<file path="src/hdl/set_assoc_lru_cache_with_prefetch_top_assert.svh">
// assertion macros for the cache top
`ifndef SET_ASSOC_LRU_CACHE_WITH_PREFETCH_TOP_ASSERT_SVH
`define SET_ASSOC_LRU_CACHE_WITH_PREFETCH_TOP_ASSERT_SVH

// property that must hold in the cycle after a condition
`define SALC_ASSERT_NEXT(lbl, clk, rst_n, cond, expr, msg) \
    lbl: assert property (@(posedge clk) disable iff (!rst_n) (cond) |=> (expr)) \
        else $error(msg);

// property that must hold in the same cycle as a condition
`define SALC_ASSERT_NOW(lbl, clk, rst_n, cond, expr, msg) \
    lbl: assert property (@(posedge clk) disable iff (!rst_n) (cond) |-> (expr)) \
        else $error(msg);

`endif

</file>
<file path="src/hdl/salc_pkg.sv">
`default_nettype none
package salc_pkg;

    // register indexes
    localparam logic [1:0] REG_WAYS_LOG2 = 2'd0;
    localparam logic [1:0] REG_STORE_NA  = 2'd1;
    localparam logic [1:0] REG_PF_MODE   = 2'd2;

    // prefetch modes, the last one acts as none
    localparam logic [1:0] PF_NONE   = 2'd0;
    localparam logic [1:0] PF_ALL    = 2'd1;
    localparam logic [1:0] PF_ALLOC  = 2'd2;
    localparam logic [1:0] PF_UNUSED = 2'd3;

    typedef struct packed {
        logic [31:0] access_address;
        logic        is_store;
    } t_in_word;

    typedef struct packed {
        logic        hit;
        logic        filled;
        logic        prefetch_filled;
        logic [31:0] hit_total;
    } t_out_word;

    // back-end sequencer states
    typedef enum logic [2:0] {
        ST_CLR,
        ST_IDLE,
        ST_RD,
        ST_SCAN,
        ST_DECIDE,
        ST_WRITE,
        ST_DONE
    } t_state;

endpackage
`default_nettype wire

</file>
<file path="src/hdl/salc_front.sv">
`default_nettype none
// front part: accepts words, holds a two-entry queue
module salc_front (
    input  wire                  i_clk,
    input  wire                  i_rst_n,
    input  wire                  i_push,
    input  salc_pkg::t_in_word   i_word,
    input  wire                  i_pop,
    output logic                 o_full,
    output logic                 o_valid,
    output salc_pkg::t_in_word   o_word
);
    salc_pkg::t_in_word r_q [2];
    logic [1:0] r_cnt;
    logic       r_rd;
    logic       r_wr;

    assign o_full  = (r_cnt == 2'd2);
    assign o_valid = (r_cnt != 2'd0);
    assign o_word  = r_q[r_rd];

    // queue pointers and count
    always_ff @(posedge i_clk) begin
        if (!i_rst_n) begin
            r_cnt <= 2'd0;
            r_rd  <= 1'b0;
            r_wr  <= 1'b0;
        end else begin
            if (i_push) r_wr <= ~r_wr;
            if (i_pop)  r_rd <= ~r_rd;
            r_cnt <= r_cnt + {1'b0, i_push} - {1'b0, i_pop};
        end
    end

    // queue storage
    always_ff @(posedge i_clk) begin
        if (i_push) r_q[r_wr] <= i_word;
    end
endmodule
`default_nettype wire

</file>
<file path="config.mk">
export PLATFORM = sky130hd
export DESIGN_NAME = salc_front
export DESIGN_NICKNAME = d
export VERILOG_FILES = /design/src/hdl/set_assoc_lru_cache_with_prefetch_top_assert.svh /design/src/hdl/salc_pkg.sv /design/src/hdl/salc_front.sv
export SDC_FILE = /design/constraint.sdc
export NUM_CORES = 1
export LEC_CHECK = 0
export BUFFER_PORTS_ARGS = -buffer_cell sky130_fd_sc_hd__buf_2
export CAP_MARGIN = 20
export CORE_MARGIN = 2
export CORE_UTILIZATION = 35
export CTS_CLUSTER_SIZE = 40
export DETAILED_ROUTE_END_ITERATION = 7
export PLACE_DENSITY = 0.56
export SETUP_SLACK_MARGIN = 0.5
export SYNTH_ARGS = -nofsm -noshare
export SYNTH_HDL_FRONTEND = slang
export SYNTH_SLANG_ARGS = --single-unit
</file>
<file path="constraint.sdc">
create_clock -name i_clk -period 3.35 [get_ports i_clk]
set_input_delay 0.67 -clock i_clk [delete_from_list [all_inputs] [get_ports i_clk]]
set_output_delay 0.67 -clock i_clk [all_outputs]
set_load 0.1 [all_outputs]
</file>
==> summary.txt <==
Clocking
  – Hold buffer count at CTS: 0
  – Setup bufs post-CTS: 0
  – Longest Clk Path Bufs: 2
  – Clk_lat worst skew: 340 ps
  – Cts bufs inserted: 9
  – Clk slew on worst S/H paths: 70 ps
  – H-tree levels: 3
  – CTS sink count: 71
  – Root buffer cell: clkbuf_8
  – CTS tree: yes
  – Post-cts resize count: 0

Synth
  – Syn nets: 163
  – Post-Synth XOR/XNOR Area: 0.0113
  – Cell variety after synth: 14
  – FF+latch count, synth: 71
  – Simple logic cell fraction of the synthesized area: 0.0204
  – Sequential share of the synthesized area: 0.753
  – Syn avg cell area: 22.3 µm²
  – Cell area after synthesis: 2770 µm²
  – Cell count after synthesis: 124
  – Adder-Cell Fraction of Synth Area: 0.00905
  – Synth Area in Compound Gates: 0.00271
  – Combinational family with the most area after synthesis: multiplexers
  – Ys Warns: 0
  – Post-synthesis mux area share: 0.175

Floorplan
  – Core footprint: 7690 µm²
  – Die area: 8630 µm²
  – Die width: 92.9 µm
  – Die H: 92.9 µm
  – Boundary Pins: 72
  – Std-Cell Rows: 32
  – Initial Util: 0.360

Route
  – Vias: 1350
  – Via density: 4.34
  – DR DRC count: 0
  – Drt total wl: 4330 µm
  – TritonRoute pass-1 iters: 4
  – Per-cell routed wire length: 13.9 µm
  – DRT antenna net count: 0
  – Starting DRT DRC Count: 35

Critical path
  – Crit end category: output pin
  – Stages on the worst setup path: 3
  – Reg2reg path depth: 1
  – Max stage delay on crit path: 690 ps
  – Setup CP Type: flip-flop to output pin
  – FF-to-FF Start: r_wr$_SDFFE_PN0P_
  – R2R Setup Slk: 1870 ps
  – Ordered list of cells on the worst path: buf_12 -> mux2_2 -> buf_2
  – Critical-path top delay cell: dfxtp_2
  – RR Endpoint: r_q[1][7]$_DFFE_PP_
  – Critical-path maximum fanout: 18
  – Critical Path AT: 1940 ps
  – Crit path buffers/inverters: 2
  – Critical path startpoint category: flip-flop
  – Critical Path RT: 2680 ps
  – Top delay family on crit path: flip-flops

Global routing
  – Gr usage total: 0.108
  – Largest net degree at the start of global routing: 34
  – Most Crowded Layer GR: met2
  – Initial antenna violation count: 0
  – Aggregate global routing overflow: 0
  – M1 GR Usage: 0.117
  – Grt met2 use: 0.178
  – Vias in the first global route: 1372
  – GR met3 Demand/Resource: 0.0448
  – First-pass GRT wire length: 6640 µm

Layout
  – Antenna Cells: 0
  – Commonest cells after routing, fill and taps aside: buf_2, edfxtp_1, mux2_4
  – Layout area overhead: 21.9%
  – Fillers: 714
  – Share of layout cells above drive strength 1: 0.589
  – Nets: 243
  – Layout Cells excl Fill: 311
  – Most common cell after layout, fill and taps aside: buf_2

Job
  – Max Cap Violations: 0

Power and ir drop
  – Cell Pwr Density: 645 nW/µm²
  – Internal power: 1.43 mW
  – Switching Share: 0.344
  – P_sw: 0.747 mW
  – Logic pwr share: 0.260
  – Peak supply drop: 0.314 mV
  – Seq pwr share: 0.483
  – Clock share of power: 0.257
  – Leak pwr: 1.35 nW

Timing
  – Final hold viol count: 0
  – Post-layout min period: 2610 ps
  – Max Slew Vio Count: 0
  – Tcrit/Tclk final: 0.780
  – Tightest Pin Transition: 846 ps
  – # setup viols final: 0
  – RSZ-0062 raised after global routing: no
  – Skew final: 7.39 ps
  – Fmax: 0.383 GHz
  – Worst slew margin: 0.436
  – Setup TNS Final: 0 ps

Hold path
  – Beginning of the worst hold path: i_word[6]
  – WHS Path Cells: 1
  – HP Class: input pin to flip-flop
  – Hold endpoint: r_q[0][6]$_DFFE_PP_

Placed design
  – Placed cells: 295
  – Buffers on Ports: 71
  – Routability Congestion: 0.616

Status
  – Status: completed
## flip-flops by register name, indices dropped and copies added, names as in the netlist, named ones only
register  cells
r_q          66
r_rd          1
r_wr          1
r_cnt         2
## kinds of logic (layout without fill, tap and decap cells)
group           Yosys count  count (layout)
simple gates              9               9
mux                      33              33
buf+inv                   6              91
flops                    71              71
compound gates            1               1
fa+ha+maj                 2               2
xor+xnor                  2               2
## synth_stat cells
cell | instances | area [µm²]
edfxtp_1 | 66 | 1980
mux2_4 | 30 | 450
dfxtp_1 | 5 | 100
and2_1 | 4 | 25.0
nor2b_1 | 4 | 25.0
buf_12 | 3 | 60.1
mux2_2 | 3 | 33.8
ha_1 | 2 | 25.0
inv_1 | 2 | 7.51
buf_6 | 1 | 11.3
o21a_1 | 1 | 7.51
or2_2 | 1 | 6.26
xnor3_1 | 1 | 22.5
xor2_1 | 1 | 8.76
## worst max-delay path by stage
stage                   start                   to  slack (ps)
finish              flip-flop            o_word[0]         740
global route        flip-flop            o_word[0]         640
CTS                 flip-flop            o_word[0]         690
detailed placement  flip-flop            o_word[0]        1060
global placement    flip-flop            o_word[0]        1090
floorplan              i_push  r_q[0][0]$_DFFE_PP_         730
## metrics by stage
stage | total power [mW] | setup slack (ps) | utilization | hold WS [ps] | area [µm²]
finish | 2.17 | 737 | 0.439 | 514 | 3370
global placement | 1.64 | 1090 | 0.418 | 573 | 3210
CTS | 2.21 | 688 | 0.439 | 494 | 3370
floorplan | 1.57 | 730 | - | 555 | 2770
global route | 2.26 | 635 | 0.439 | 492 | 3370
detailed placement | 1.64 | 1060 | 0.418 | 575 | 3210
## power groups by stage
stage	clock, mW	combinational (mW)	sequential (mW)
after CTS	0.587	0.572	1.05
after global placement	0	0.570	1.07
after detailed placement	0	0.571	1.07
final	0.559	0.566	1.05
after global routing	0.616	0.588	1.05
after floorplan	0	0.512	1.06
## final cells by class
cell class / instances / area [µm²] / share of cell area
clock inverters: 4 / 22.5 / 0.00668
repair buffers: 73 / 383 / 0.114
well taps: 102 / 128 / 0.0378
flip-flops and latches: 71 / 2080 / 0.618
multi-input cells: 47 / 613 / 0.182
clock buffers: 12 / 135 / 0.0401
inverters: 2 / 7.51 / 0.00223
## routing by layer
metal | share of wire | vias up
met5 | 0 | -
met4 | 0.027 | 0
met3 | 0.055 | 13
met2 | 0.51 | 38
met1 | 0.41 | 662
li1 | - | 637
Note: power is estimated with default switching activity, not from simulation.
